<file path="config.mk">
export PLATFORM = sky130hd
export DESIGN_NAME = pttw_front_flat
export DESIGN_NICKNAME = d
export VERILOG_FILES = /design/src/hdl/pttw_pkg.sv /design/src/hdl/pttw_in_if.sv /design/src/hdl/pttw_cfg_if.sv /design/src/hdl/pttw_front.sv /design/src/flat_wrapper.sv
export SDC_FILE = /design/constraint.sdc
export NUM_CORES = 1
export LEC_CHECK = 0
export BUFFER_PORTS_ARGS = -buffer_cell sky130_fd_sc_hd__buf_4
export CAP_MARGIN = 20
export CORE_MARGIN = 8
export CORE_UTILIZATION = 25
export CTS_BUF_LIST = sky130_fd_sc_hd__clkbuf_4 sky130_fd_sc_hd__clkbuf_8
export DETAILED_ROUTE_END_ITERATION = 6
export PLACE_DENSITY = 0.56
export SETUP_SLACK_MARGIN = 0.5
export SYNTH_ARGS = -nofsm -noshare
export SYNTH_HDL_FRONTEND = slang
export SYNTH_SLANG_ARGS = --single-unit
</file>
<file path="constraint.sdc">
create_clock -name clk -period 13.05 [get_ports clk]
set_input_delay 2.61 -clock clk [delete_from_list [all_inputs] [get_ports clk]]
set_output_delay 2.61 -clock clk [all_outputs]
set_load 0.01 [all_outputs]
</file>
<file path="src/hdl/pttw_pkg.sv">
// Shared types and constants for the page table walk block.
`default_nettype none
package pttw_pkg;

  localparam int WORD_W = 46;
  localparam int VA_W = 30;
  localparam int PA_W = 48;
  localparam int DESC_W = 64;
  localparam int WIDX_W = 12;
  localparam int QUEUE_DEPTH = 2;
  localparam int QPTR_W = $clog2(QUEUE_DEPTH);

  localparam logic KIND_WRITE = 1'b0;
  localparam logic KIND_XLATE = 1'b1;

  localparam logic REG_USER_BASE = 1'b0;
  localparam logic REG_KERNEL_BASE = 1'b1;

  typedef struct packed {
    logic              kind;
    logic [VA_W-1:0]   va;
    logic [WORD_W-1:0] word;
    logic              oob;
    logic [DESC_W-1:0] data;
  } req_t;

endpackage
`default_nettype wire

</file>
<file path="src/hdl/pttw_in_if.sv">
// Request channel carrying table writes and translations.
`default_nettype none
interface pttw_in_if;
  logic        valid;
  logic        ready;
  logic        action;
  logic [63:0] virt_addr;
  logic [11:0] word_index;
  logic [63:0] entry_data;

  modport source(output valid, output action, output virt_addr, output word_index,
                 output entry_data, input ready);
  modport sink(input valid, input action, input virt_addr, input word_index,
               input entry_data, output ready);
endinterface
`default_nettype wire

</file>
<file path="src/hdl/pttw_cfg_if.sv">
// Configuration write channel for the table base registers.
`default_nettype none
interface pttw_cfg_if;
  logic        valid;
  logic        ready;
  logic        index;
  logic [47:0] data;

  modport source(output valid, output index, output data, input ready);
  modport sink(input valid, input index, input data, output ready);
endinterface
`default_nettype wire

</file>
<file path="src/hdl/pttw_front.sv">
// Front end: base registers, request acceptance and classification.
`default_nettype none
module pttw_front #(
  parameter int TABLE_WORDS = 4096
) (
  input  wire logic          clk,
  input  wire logic          rst_n,
  pttw_cfg_if.sink           cfg_chan,
  pttw_in_if.sink            in_chan,
  input  wire logic          clearing,
  input  wire logic          q_full,
  output logic               q_push,
  output pttw_pkg::req_t     q_data
);

  localparam logic [pttw_pkg::WORD_W-1:0] TW_EXT = pttw_pkg::WORD_W'(TABLE_WORDS);

  logic [pttw_pkg::PA_W-1:0] user_base_r;
  logic [pttw_pkg::PA_W-1:0] kernel_base_r;
  logic [pttw_pkg::PA_W-1:0] base;
  logic [pttw_pkg::WORD_W-1:0] l1_word;
  logic [pttw_pkg::WORD_W-1:0] wr_word;
  logic wr_drop;
  logic accept;

  assign cfg_chan.ready = 1'b1;

  always_ff @(posedge clk) begin
    if (!rst_n) begin
      user_base_r   <= '0;
      kernel_base_r <= '0;
    end else if (cfg_chan.valid) begin
      unique case (cfg_chan.index)
        pttw_pkg::REG_USER_BASE:   user_base_r   <= cfg_chan.data;
        pttw_pkg::REG_KERNEL_BASE: kernel_base_r <= cfg_chan.data;
        default: ;
      endcase
    end
  end

  assign base    = (|in_chan.virt_addr[63:48]) ? kernel_base_r : user_base_r;
  assign l1_word = pttw_pkg::WORD_W'(base[47:3]) + pttw_pkg::WORD_W'(in_chan.virt_addr[38:30]);
  assign wr_word = pttw_pkg::WORD_W'(in_chan.word_index);
  assign wr_drop = (in_chan.action == pttw_pkg::KIND_WRITE) && (wr_word >= TW_EXT);

  assign in_chan.ready = !q_full && !clearing;
  assign accept        = in_chan.valid && in_chan.ready;
  assign q_push        = accept && !wr_drop;

  always_comb begin
    q_data.kind = in_chan.action;
    q_data.va   = in_chan.virt_addr[pttw_pkg::VA_W-1:0];
    q_data.data = in_chan.entry_data;
    if (in_chan.action == pttw_pkg::KIND_XLATE) begin
      q_data.word = l1_word;
      q_data.oob  = (l1_word >= TW_EXT);
    end else begin
      q_data.word = wr_word;
      q_data.oob  = 1'b0;
    end
  end

endmodule
`default_nettype wire

</file>
<file path="src/flat_wrapper.sv">
// flat-port wrapper written by rule: the top's interface ports become plain ports
module pttw_front_flat 
#(
  parameter int TABLE_WORDS = 4096
)
  (clk, rst_n, clearing, q_full, q_push, q_data, cfg_chan_valid, cfg_chan_index, cfg_chan_data, cfg_chan_ready, in_chan_valid, in_chan_action, in_chan_virt_addr, in_chan_word_index, in_chan_entry_data, in_chan_ready);
  pttw_cfg_if cfg_chan_i ();
  pttw_in_if in_chan_i ();
  input  wire logic clk;
  input  wire logic rst_n;
  input  wire logic clearing;
  input  wire logic q_full;
  output logic q_push;
  output pttw_pkg::req_t q_data;
  input wire logic [$bits(cfg_chan_i.valid)-1:0] cfg_chan_valid;
  input wire logic [$bits(cfg_chan_i.index)-1:0] cfg_chan_index;
  input wire logic [$bits(cfg_chan_i.data)-1:0] cfg_chan_data;
  output wire logic [$bits(cfg_chan_i.ready)-1:0] cfg_chan_ready;
  input wire logic [$bits(in_chan_i.valid)-1:0] in_chan_valid;
  input wire logic [$bits(in_chan_i.action)-1:0] in_chan_action;
  input wire logic [$bits(in_chan_i.virt_addr)-1:0] in_chan_virt_addr;
  input wire logic [$bits(in_chan_i.word_index)-1:0] in_chan_word_index;
  input wire logic [$bits(in_chan_i.entry_data)-1:0] in_chan_entry_data;
  output wire logic [$bits(in_chan_i.ready)-1:0] in_chan_ready;
  assign cfg_chan_i.valid = cfg_chan_valid;
  assign cfg_chan_i.index = cfg_chan_index;
  assign cfg_chan_i.data = cfg_chan_data;
  assign cfg_chan_ready = cfg_chan_i.ready;
  assign in_chan_i.valid = in_chan_valid;
  assign in_chan_i.action = in_chan_action;
  assign in_chan_i.virt_addr = in_chan_virt_addr;
  assign in_chan_i.word_index = in_chan_word_index;
  assign in_chan_i.entry_data = in_chan_entry_data;
  assign in_chan_ready = in_chan_i.ready;
  pttw_front #(.TABLE_WORDS(TABLE_WORDS)) u_core (.clk(clk), .rst_n(rst_n), .cfg_chan(cfg_chan_i), .in_chan(in_chan_i), .clearing(clearing), .q_full(q_full), .q_push(q_push), .q_data(q_data));
endmodule
</file>
==> qor.yml <==
gp_congestion: 0.9028
grt_use_total_pct: 14.75
ant_nets: 0
hp-class: "reg -> reg"
synthXorXnorAreaFrac_pct: 6.456
synth_edf_count: 0
clkTransAtPathRegs_ns: 0.08
yosys.area_share.simple_pct: 28.85
synthCells: 992
cts_resized: 0
worstSetupStartpoint: "in_chan_virt_addr[50]"
rsz0062_at_grt: "false"
cts_tree: "yes"
drive_gt1_share_pct: 18.71
clockRootBuffer: "clkbuf_8"
worstSkewPairLatency_ns: 0.38
first_pass_iters: 5
crit_chain: "buf_4, nor4_1, and4_2, nand2_1, nand2_1, ha_1, inv_1, fa_1, nand2b_1, a21oi_1, o21ai_1, a21oi_1, xnor2_1, nor4_1, nand4b_1, or4_1, o41a_1, buf_4"
area_delta_synth_final_pct: 12.82
postSynthAreaPerCell_um2: 7.249
synth_compound_area_share_pct: 18.50
cts_hold_buf: 0
synth_seq_cells: 90
final_hold_viol_count: 0
cp_max_fo: 13
wl_per_cell_um: 18.64
endpoint_kind: "output port"
grt_overflow: 0
finalCritPeriodShare_pct: 82.04
yosys_warnings: 0
htree_levels: 3
antenna_cells: 0
drc: 0
status: "finished, final reports clean"
fin_ws_ns: 2.344
post-route-util_pct: 28.42
required_ns: 10.44
tightest_slew_ns: 0.9832
peakVddDrop_mv: 0.05332
antenna_found_initial: 0
synth_nets: 1198
grt_pass1_vias: 6705
synth_top_area_share_pct: 25.06
synth.cell_area_mm2: 0.007191
ys.flop_type: "dfxtp_1"
relSlewSlack_pct: 34.45
routed_wl_um: 25980
drt_iter0_drc: 551
grt_pass1_wl_um: 39010
clock_sinks: 90
die_area_mm2: 0.03445
yosysSeqAreaShare_pct: 25.06
dp_slack_ns: 2.382
worstPathArrival_ns: 8.10
reg2reg_depth: 2
crit_end: "q_data[64]"
routed-via-count: 6793
fmax_mhz: 93.41
setup_tns_ns: 0
cts_setup_buffers: 0
power.leakage_nw: 2.996
synthMuxAreaShare_pct: 5.620
synth_top_family_by_area: "simple AND/OR/NAND/NOR gates"
viasPerCell: 4.873
period_needed_ns: 10.71
ioPinCount: 341
worstSetupPathType: "in -> out"
synth_top_area_cell: "dfxtp_1"
fin_skew_ns: 0
cp_slowest_cell: "a21oi_1"
total_power_uw: 644.2
cp_num_buf_inv: 3
synth_cell_types: 60
power_density_mw_per_mm2: 79.40
reg2reg_from: "u_core.kernel_base_r[25]"
core-area_mm2: 0.02855
r2r-end: "u_core.kernel_base_r[25]"
layout.nets: 1211
crit_family: "simple AND/OR/NAND/NOR gates"
grt_max_degree: 91
io_buffers: 139
fp.dieH_um: 185.6
async_flop_share_pct: 0
start_kind: "primary input"
dp_hpwl_um: 19800
max_stage_delay_ns: 0.79
clockBufferDepth: 2
die-width_um: 185.6
cp.depth: 18
drv_cap: 0
cts_buffers: 9
maxSlewViolCount: 0
initial_core_util_pct: 25.19
num_rows: 62
r2r_slack_ns: 12.26
synthAdderAreaFrac_pct: 1.844
synth.area.top_cells: "dfxtp_1 25%, nand2_1 12%, buf_4 10%"
finalSetupViolations: 0
area by class of cell:
class                           count  area [um^2]
Sequential cell                    90         1802
Tap cell                          384        480.5
Multi-Input combinational cell    739         4422
Inverter                           14        52.55
Fill cell                        3181        20430
Timing Repair Buffer              151         1134
Clock buffer                       11        145.1
Clock inverter                      5        77.57
power breakdown:
part	internal [mW]	switching (mW)
Combinational	0.0585	0.0656
Sequential	0.287	0.0145
Clock	0.115	0.104
Total	0.460	0.184
synthesized netlist by cell type (8+ instances only):
cell,n
a21oi_1,22
a21boi_0,92
nor2_1,50
inv_1,13
and2_1,28
nand4_1,17
o21ai_0,16
o211ai_1,8
ha_1,9
dfxtp_1,90
buf_4,96
mux2_2,11
nor3_1,20
xor2_1,23
xnor2_1,30
mux2i_1,28
clkbuf_1,44
nand2_1,238
nor4_1,15
and3_1,16
nand3_1,28
layer usage:
| metal | vias up | share of wire (%) | wire length [um] | GRT usage [%] |
|---|---|---|---|---|
| met5 | - | 0 | 0 | 0 |
| met1 | 3179 | 40 | 10290 | 16.61 |
| met3 | 98 | 6.4 | 1665 | 3.299 |
| met2 | 183 | 48 | 12510 | 24.93 |
| li1 | 3333 | - | - | - |
| met4 | 0 | 5.8 | 1519 | 9.463 |
state kept, by name (all words and copies together), names as in the netlist:
name                  count
u_core.kernel_base_r     45
u_core.user_base_r       45
how the worst min path moves through the flow:
stage                                    to  depth (start not counted)  slack [ns]                     from
detailed placement  u_core.kernel_base_r[7]                          2        0.46  u_core.kernel_base_r[7]
global placement    u_core.kernel_base_r[7]                          2        0.45  u_core.kernel_base_r[7]
finish                u_core.user_base_r[5]                          2        0.47    u_core.user_base_r[5]
CTS                 u_core.kernel_base_r[7]                          2        0.47  u_core.kernel_base_r[7]
floorplan            u_core.user_base_r[47]                          2        0.44   u_core.user_base_r[47]
global route          u_core.user_base_r[7]                          2        0.49    u_core.user_base_r[7]
kinds of logic after synthesis:
| family | count (synthesis) |
|---|---|
| muxes | 39 |
| AOI/OAI and AO/OA | 187 |
| adders and majority gates | 10 |
| and+or+nand+nor | 449 |
| DFF | 90 |
| buffers and inverters | 163 |
| xor gates and xnor gates | 53 |
| other | 1 |
tightest hold or removal path, delay by kind of cell (launching register included):
kind	cells	cell delay [ns]
and+or+nand+nor	1	0.05
AOI/OAI and AO/OA	1	0.06
DFF	1	0.32
placed cells by master, fill, tap and decap left out, types with 4 or more instances in the layout:
cell type | netlist | layout
or3_1 | 5 | 5
o22ai_1 | 5 | 5
nand2_1 | 238 | 238
mux2_2 | 11 | 11
and4_1 | 5 | 4
o21ai_0 | 16 | 16
nor2_1 | 50 | 50
a21oi_1 | 22 | 21
o2111ai_1 | 4 | 4
nand3_1 | 28 | 28
xor2_1 | 23 | 23
a31oi_1 | 6 | 6
nor4_1 | 15 | 15
o211ai_1 | 8 | 8
a21boi_0 | 92 | 92
o31ai_1 | 4 | 4
mux2i_1 | 28 | 28
clkbuf_8 | 0 | 10
and2_1 | 28 | 28
xnor2_1 | 30 | 30
o221ai_1 | 4 | 4
and3_1 | 16 | 16
inv_1 | 13 | 13
a21o_1 | 5 | 5
nand2b_1 | 6 | 6
or4_1 | 5 | 5
buf_4 | 96 | 151
nand4_1 | 17 | 17
nor3_1 | 20 | 20
ha_1 | 9 | 9
or2_2 | 4 | 4
dfxtp_1 | 90 | 90
metrics by stage:
step / hold slack [ns] / std cells / area [um^2]
6_report: 0.4691 / 1394 / 8113
2_1_floorplan: 0.4428 / 992 / 7191
4_1_cts: 0.4715 / 1394 / 8113
5_1_grt: 0.4894 / 1394 / 8113
3_5_place_dp: 0.4590 / 1378 / 7890
3_3_place_gp: 0.4536 / 1378 / 7890
Power figures use the tool's default switching activity.
