<file path="config.mk">
export PLATFORM = sky130hd
export DESIGN_NAME = pttw_queue
export DESIGN_NICKNAME = d
export VERILOG_FILES = /design/src/hdl/pttw_pkg.sv /design/src/hdl/pttw_queue.sv
export SDC_FILE = /design/constraint.sdc
export NUM_CORES = 1
export LEC_CHECK = 0
export BUFFER_PORTS_ARGS = -buffer_cell sky130_fd_sc_hd__buf_2
export CORE_ASPECT_RATIO = 0.7
export CORE_MARGIN = 8
export CORE_UTILIZATION = 24
export DETAILED_ROUTE_END_ITERATION = 8
export PLACE_DENSITY = 0.5
export SLEW_MARGIN = 20
export SYNTH_ARGS = -nofsm -noshare
export SYNTH_HDL_FRONTEND = slang
export SYNTH_SLANG_ARGS = --single-unit
</file>
<file path="constraint.sdc">
create_clock -name clk -period 7.2 [get_ports clk]
set_input_delay 0 -clock clk [delete_from_list [all_inputs] [get_ports clk]]
set_output_delay 0 -clock clk [all_outputs]
set_load 0.01 [all_outputs]
</file>
<file path="src/hdl/pttw_pkg.sv">
// Shared types and constants for the page table walk block.
`default_nettype none
package pttw_pkg;

  localparam int WORD_W = 46;
  localparam int VA_W = 30;
  localparam int PA_W = 48;
  localparam int DESC_W = 64;
  localparam int WIDX_W = 12;
  localparam int QUEUE_DEPTH = 2;
  localparam int QPTR_W = $clog2(QUEUE_DEPTH);

  localparam logic KIND_WRITE = 1'b0;
  localparam logic KIND_XLATE = 1'b1;

  localparam logic REG_USER_BASE = 1'b0;
  localparam logic REG_KERNEL_BASE = 1'b1;

  typedef struct packed {
    logic              kind;
    logic [VA_W-1:0]   va;
    logic [WORD_W-1:0] word;
    logic              oob;
    logic [DESC_W-1:0] data;
  } req_t;

endpackage
`default_nettype wire

</file>
<file path="src/hdl/pttw_queue.sv">
// Short request queue between the front end and the walker.
`default_nettype none
module pttw_queue (
  input  wire logic      clk,
  input  wire logic      rst_n,
  input  wire logic      push,
  input  pttw_pkg::req_t push_data,
  output logic           full,
  input  wire logic      pop,
  output pttw_pkg::req_t pop_data,
  output logic           not_empty
);

  pttw_pkg::req_t entries_r [pttw_pkg::QUEUE_DEPTH];
  logic [pttw_pkg::QPTR_W-1:0] wr_ptr_r;
  logic [pttw_pkg::QPTR_W-1:0] rd_ptr_r;
  logic [pttw_pkg::QPTR_W:0]   count_r;

  assign full      = (count_r == (pttw_pkg::QPTR_W+1)'(pttw_pkg::QUEUE_DEPTH));
  assign not_empty = (count_r != '0);
  assign pop_data  = entries_r[rd_ptr_r];

  always_ff @(posedge clk) begin
    if (push) begin
      entries_r[wr_ptr_r] <= push_data;
    end
  end

  always_ff @(posedge clk) begin
    if (!rst_n) begin
      wr_ptr_r <= '0;
      rd_ptr_r <= '0;
      count_r  <= '0;
    end else begin
      if (push) begin
        wr_ptr_r <= wr_ptr_r + 1'b1;
      end
      if (pop) begin
        rd_ptr_r <= rd_ptr_r + 1'b1;
      end
      unique case ({push, pop})
        2'b10:   count_r <= count_r + 1'b1;
        2'b01:   count_r <= count_r - 1'b1;
        default: count_r <= count_r;
      endcase
    end
  end

endmodule
`default_nettype wire

</file>
==> results.md, run 1 <==
- Chip height: slightly below 200 um
- LEAKAGE: approximately 5.8 nW
- Drt total wl: between 20 and 30 mm
- Port buffer count: roughly 290
- Hold crit path type: input pin to flip-flop
- Worst-Margin Slew: 976 ps
- Period utilisation layout: 0.396
- Final Skew: roughly 7.9 ps
- Total GRT Usage: 0.0925
- MaxCap Viol Count: 0
- R2R Path Start: wr_ptr_r
- Mapped Cells: ~460
- CP Class: flip-flop to primary output
- Final hold vios: 0
- Row count: 65
- Fillers: 4,328
- Boundary Pins: between 200 and 300
- Sink Count: between 200 and 300
- Slew headroom: 0.349
- Fmax: ~350 MHz
- Final Wtd Congestion: between 0.7 and 0.8
- Setup TNS: 0 ps
- TritonCTS clock tree: yes
- PwrDens: 256 nW/um^2
- Vias in the first global route: between 6,000 and 7,000
- Die width: 269 um
- Share of layout cells above drive strength 1: 0.510
- Initial antenna violation count: 2
- WP data required: just over 7000 ps
- Crit end category: primary output
- GRT overflow: 0
- First-pass GRT wire length: 39.1 mm
- Root Buffer Master: clkbuf_16
- Post-Syn Area: roughly 11,000 um^2
- Slew Viols, Final: 0
- Status: finished clean
- WL/cell: 16.2 um
- Pin count of the biggest net entering global routing: 65
- Clock period minus worst slack: approximately 2900 ps
- Commonest non-fill, non-tap cell in the layout: buf_2
- Post-route DRC: 0
- Vias per std cell: 3.86
- Via count: just under 6,000
- Starting density of the core: 0.241
- Setup crit end: pop_data[138]
- Final core utilization: 0.342
- Worst-case reg-to-reg path depth: 2
- Sequential area share after synthesis: 0.800
- Seq cells post-synth: ~290
- Iter 0 DRT Violations: 234
- Crit Path Max Fanout: 47
- Final setup vio count: 0
- Area Growth Syn to Fin: 41.8%
- Synthesized area per cell: roughly 23 um^2
- Inserted Clock Buffers: 30
- Max IR drop VDD: roughly 0.17 mV
- Worst-skew pair later-pin latency: about 550 ps
- Yosys warning count: 0
- Worst reg2reg path endpoint: entries_r[0][80]
- Dpl hpwl: 16.1 mm
- Worst hold start: push_data[127]
- Unrepaired setup endpoints after global routing: no
- CP startpoint kind: flip-flop
- CTS clk-pin slew, worst paths: approximately 60 ps
- Syn Nets: between 600 and 700
- Initial DRT Pass Iterations: 4
- Final hold slack: 160 ps
- CTS H-tree lvls: 1
- Most frequent cells in the layout: buf_2 (289), edfxtp_1 (284), dlygate4sd3_1 (146), mux2_4 (80), mux2_2 (62)
- Distinct cell type count after synthesis: 19
- Nets: 1,068
- DRT antenna net count: 0
- Maximum clock insertion buffer count: 3
- Core area: between 40,000 and 50,000 um^2
- Die area: 52,100 um^2
- WP data arrival: around 2900 ps
- Flop-to-flop setup slack: 4960 ps
-- per-stage QoR --
step	area [um^2]	instances	worst slack (ps)	power, mW
global placement	12900	1346	4790	2.43
global route	15300	1543	4150	4.08
finish	15300	1544	4350	3.91
CTS	15300	1543	4170	3.98
floorplan	10800	464	334	2.26
detailed placement	12900	1346	4830	2.43
-- kinds of logic (layout without fill, tap and decap cells) --
| kind of cell | after synthesis | after routing | synth area share |
|---|---|---|---|
| other cells | 0 | 1 | 0 |
| buf+inv | 17 | 493 | 0.0130 |
| fa+ha+maj | 1 | 1 | 0.00116 |
| compound gates | 3 | 3 | 0.00186 |
| xor+xnor | 3 | 3 | 0.00244 |
| mux | 142 | 142 | 0.176 |
| flops | 289 | 289 | 0.800 |
| simple gates | 9 | 9 | 0.00522 |
-- repair_timing --
action / 4_1_cts / 5_1_grt
hold buffers: 146 / 0
buffers inserted: 0 / 0
endpoints found under the hold margin: 309 / 0
resized for setup: 0 / 0
-- metal layers --
metal | global-route usage | vias to the layer above | wire (um)
met5 | 0 | - | 10
met4 | 0.0231 | 2 | 650
met3 | 0.0306 | 42 | 1560
met2 | 0.152 | 173 | 11800
met1 | 0.117 | 2994 | 11000
li1 | - | 2755 | -
-- final cells by class --
type | instances | area [um^2] | area share
Antenna cell | 1 | 2.50 | 0.000164
Clock buffer | 37 | 798 | 0.0522
Clock inverter | 14 | 116 | 0.00761
Inverter | 1 | 3.75 | 0.000246
Multi-Input combinational cell | 158 | 2020 | 0.132
Sequential cell | 289 | 8630 | 0.565
Tap cell | 603 | 754 | 0.0494
Timing Repair Buffer | 441 | 2950 | 0.193
-- sequential cells by signal (all words and copies together), names as in the netlist, named ones only --
name / count
rd_ptr_r: 1
count_r: 2
entries_r: 284
wr_ptr_r: 1
-- synth_stat cells --
master	count	area, um^2
edfxtp_1	284	8530
mux2_4	80	1200
mux2_2	62	698
buf_6	9	101
buf_2	7	35.0
dfxtp_1	5	100
and2_1	4	25.0
xnor2_1	2	17.5
a21boi_1	1	7.51
and2b_2	1	8.76
ha_1	1	12.5
inv_1	1	3.75
nor2_1	1	3.75
nor2b_1	1	6.26
o21a_1	1	7.51
o21ai_0	1	5.00
or2_2	1	6.26
or3_1	1	6.26
xor2_1	1	8.76
-- worst max-delay path, cell delays in order, from the launching register on --
cell and delay, ps:
dfxtp_4 800, buf_4 760, mux2_2 460, buf_2 150
-- worst min-delay path by stage --
stage / end / slack (ps) / cells after the start
6_report: entries_r[0][127] / 160 / 2
5_1_grt: entries_r[1][36] / 120 / 2
3_5_place_dp: entries_r[1][120] / 190 / 1
2_1_floorplan: entries_r[0][0] / 100 / 0
4_1_cts: entries_r[1][127] / 110 / 2
3_3_place_gp: entries_r[1][108] / 190 / 1
-- power by group --
part | switching [mW] | internal, mW | leakage (nW)
registers | 0.0308 | 1.95 | 2.71
clock network | 0.609 | 0.848 | 0.448
logic | 0.217 | 0.255 | 2.67
Note: power is estimated with default switching activity, not from simulation.
==> run 2: changes to the inputs <==
--- a/config.mk
+++ b/config.mk
@@ -10,7 +10,7 @@
 export CORE_MARGIN = 8
 export CORE_UTILIZATION = 24
 export DETAILED_ROUTE_END_ITERATION = 8
-export PLACE_DENSITY = 0.5
+export PLACE_DENSITY = 0.49
 export SLEW_MARGIN = 20
 export SYNTH_ARGS = -nofsm -noshare
 export SYNTH_HDL_FRONTEND = slang
==> constraint.sdc (replaced) <==
create_clock -name clk -period 2.8 [get_ports clk]
set_input_delay 0 -clock clk [delete_from_list [all_inputs] [get_ports clk]]
set_output_delay 0 -clock clk [all_outputs]
set_load 0.01 [all_outputs]
==> results.md, run 2 (synthesis gave the netlist of run 1 again) <==
- Dpl cell area: 13,000 um^2 (+0.65%)
- Sink Count: 289 (unchanged)
- Antenna diodes: 0 (-1)
- Initial antenna violation count: 0 (-2)
- Most frequent cells in the layout: buf_2 (289), edfxtp_1 (284), dlygate4sd3_1 (146), mux2_4 (80), mux2_2 (62)
- Crit end category: primary output
- Starting density of the core: 0.241 (unchanged)
- Root Buffer Master: clkbuf_16
- WP depth: 3 (unchanged)
- WP data required: 2800 ps (-4400 ps)
- Row count: 65 (unchanged)
- Worst-case reg-to-reg path depth: 4 (+2)
- P_sw: 2.29 mW (+170%)
- Port buffer count: 289 (unchanged)
- PwrDens: 688 nW/um^2 (+170%)
- Dpl hpwl: 16.2 mm (+0.84%)
- Share of layout cells above drive strength 1: 0.521 (+0.0116)
- Drt total wl: 25.3 mm (+1.1%)
- Slew Viols, Final: 0 (unchanged)
- Area Growth Syn to Fin: 44.2%
- Vias per std cell: 3.81 (-1.5%)
- WL/cell: 16.3 um (+0.74%)
- Slew headroom: 0.648 (+0.298)
- R2R Path Start: wr_ptr_r
- Status: finished clean
- Cell-internal power: 8.41 mW (+180%)
- WP data arrival: 2180 ps (-670 ps)
- Unrepaired setup endpoints after global routing: no
- Sequential share of power: 0.473 (-0.033)
- CP top delay family: flip-flops
- Setup TNS: 0 ps (unchanged)
- Worst-skew pair later-pin latency: 550 ps (about the same)
- Final setup vio count: 0 (unchanged)
- Placed insts: 1,347 (+0.074%)
- CTS clk-pin slew, worst paths: 60 ps (about the same)
- Clock period minus worst slack: around 2200 ps
- First-pass GRT wire length: 38.8 mm (-0.83%)
- Fmax: 458 MHz
- MaxCap Viol Count: 0 (unchanged)
- Inserted Clock Buffers: 30 (unchanged)
- Commonest non-fill, non-tap cell in the layout: buf_2
- Hold path depth: 2 (unchanged)
- GRT overflow: 0 (unchanged)
- CP startpoint kind: flip-flop
- Worst-Margin Slew: 528 ps (-447 ps)
- Clk pwr share: 0.410 (+0.037)
- Iter 0 DRT Violations: 361 (+54%)
- Core area: 44,700 um^2 (unchanged)
- CTS H-tree lvls: 1 (unchanged)
- Hold crit path type: input pin to flip-flop
- Final Wtd Congestion: 0.691 (-2.1%)
- Top flop regs: entries_r x284, count_r x2
- Boundary Pins: 290 (unchanged)
- CP Class: flip-flop to primary output
- LEAKAGE: 5.94 nW (+2.0%)
- Die width: 269 um (unchanged)
- Chip height: 193 um (unchanged)
- Die area: 52,100 um^2 (unchanged)
- Register bank with the most flops: entries_r
- Total GRT Usage: 0.0930 (+0.000526)
- Worst hold start: push_data[11]
- Comb power frac: 0.116 (-0.005)
- Slowest cell delay on critical path: 590 ps (-210 ps)
- Cell chain of the critical path: buf_12 > mux2_2 > buf_2
- Via count: 5,898 (-1.1%)
- Post-route DRC: 0 (unchanged)
- Pin count of the biggest net entering global routing: 72 (+11%)
- Sw Share: 0.214 (-0.00552)
- CP max-delay cell: dfxtp_4
- Maximum clock insertion buffer count: 3 (unchanged)
- Nets: 1,069 (+0.094%)
- Final hold slack: 160 ps (+0.285 ps)
- Max IR drop VDD: 0.427 mV (+150%)
- Crit Path Max Fanout: 59 (+26%)
- Initial DRT Pass Iterations: 4 (unchanged)
- Final Skew: 7.85 ps (-0.0433 ps)
- Period utilisation layout: 0.780
- TritonCTS clock tree: yes
- Non-Filler Cell Area, Final: 15,500 um^2 (+1.7%)
- Final hold vios: 0 (unchanged)
- WP buf/inv: 2 (unchanged)
- Max reg flops: 284 (unchanged)
- Vias in the first global route: 6,683 (+0.26%)
- DRT antenna net count: 0 (unchanged)
- Final cell count without fillers: 1,549 (+0.32%)
- Final Power: 10.7 mW (+170%)
[run 2: power by group through the flow]
stage / combinational (mW) / sequential (mW) / clock (mW)
floorplan: 0.650 / 5.14 / 0
global placement: 1.10 / 5.15 / 0
detailed placement: 1.11 / 5.16 / 0
CTS: 1.28 / 5.07 / 4.56
global route: 1.34 / 5.08 / 4.71
finish: 1.25 / 5.06 / 4.39
[run 2: worst paths after layout]
check                                         to  slack (ps)
worst max-delay path               pop_data[124]         620
worst min register to register        count_r[1]         530
worst min-delay path            entries_r[0][11]         160
worst max register to register          wr_ptr_r        1010
[run 2: repair_timing]
item	4_1_cts	5_1_grt
hold endpoints to repair	298	0
resized for setup	0	0
hold buffers	146	0
setup buffers	0	0
[run 2: final cells by class]
| cell class | instances | area (um^2) |
|---|---|---|
| fillers | 4302 | 29200 |
| well taps | 603 | 754 |
| multi-input cells | 158 | 2020 |
| clock inverters | 22 | 308 |
| flip-flops and latches | 289 | 8630 |
| clock buffers | 34 | 787 |
| inverters | 1 | 3.75 |
| repair buffers | 442 | 3040 |
[run 2: routing by layer]
metal	track usage	up-vias	wire length [um]
met2	0.162	152	12600
li1	-	2768	-
met3	0.0266	35	1260
met5	0	-	0
met4	0.0221	0	592
met1	0.113	2943	10800
[run 2: per-stage QoR]
stage                     setup WS (ps)   util
after floorplan                   -31.0      -
after global placement             1170  0.290
after detailed placement           1180  0.290
after CTS                           549  0.348
after global routing                496  0.348
final                               616  0.348
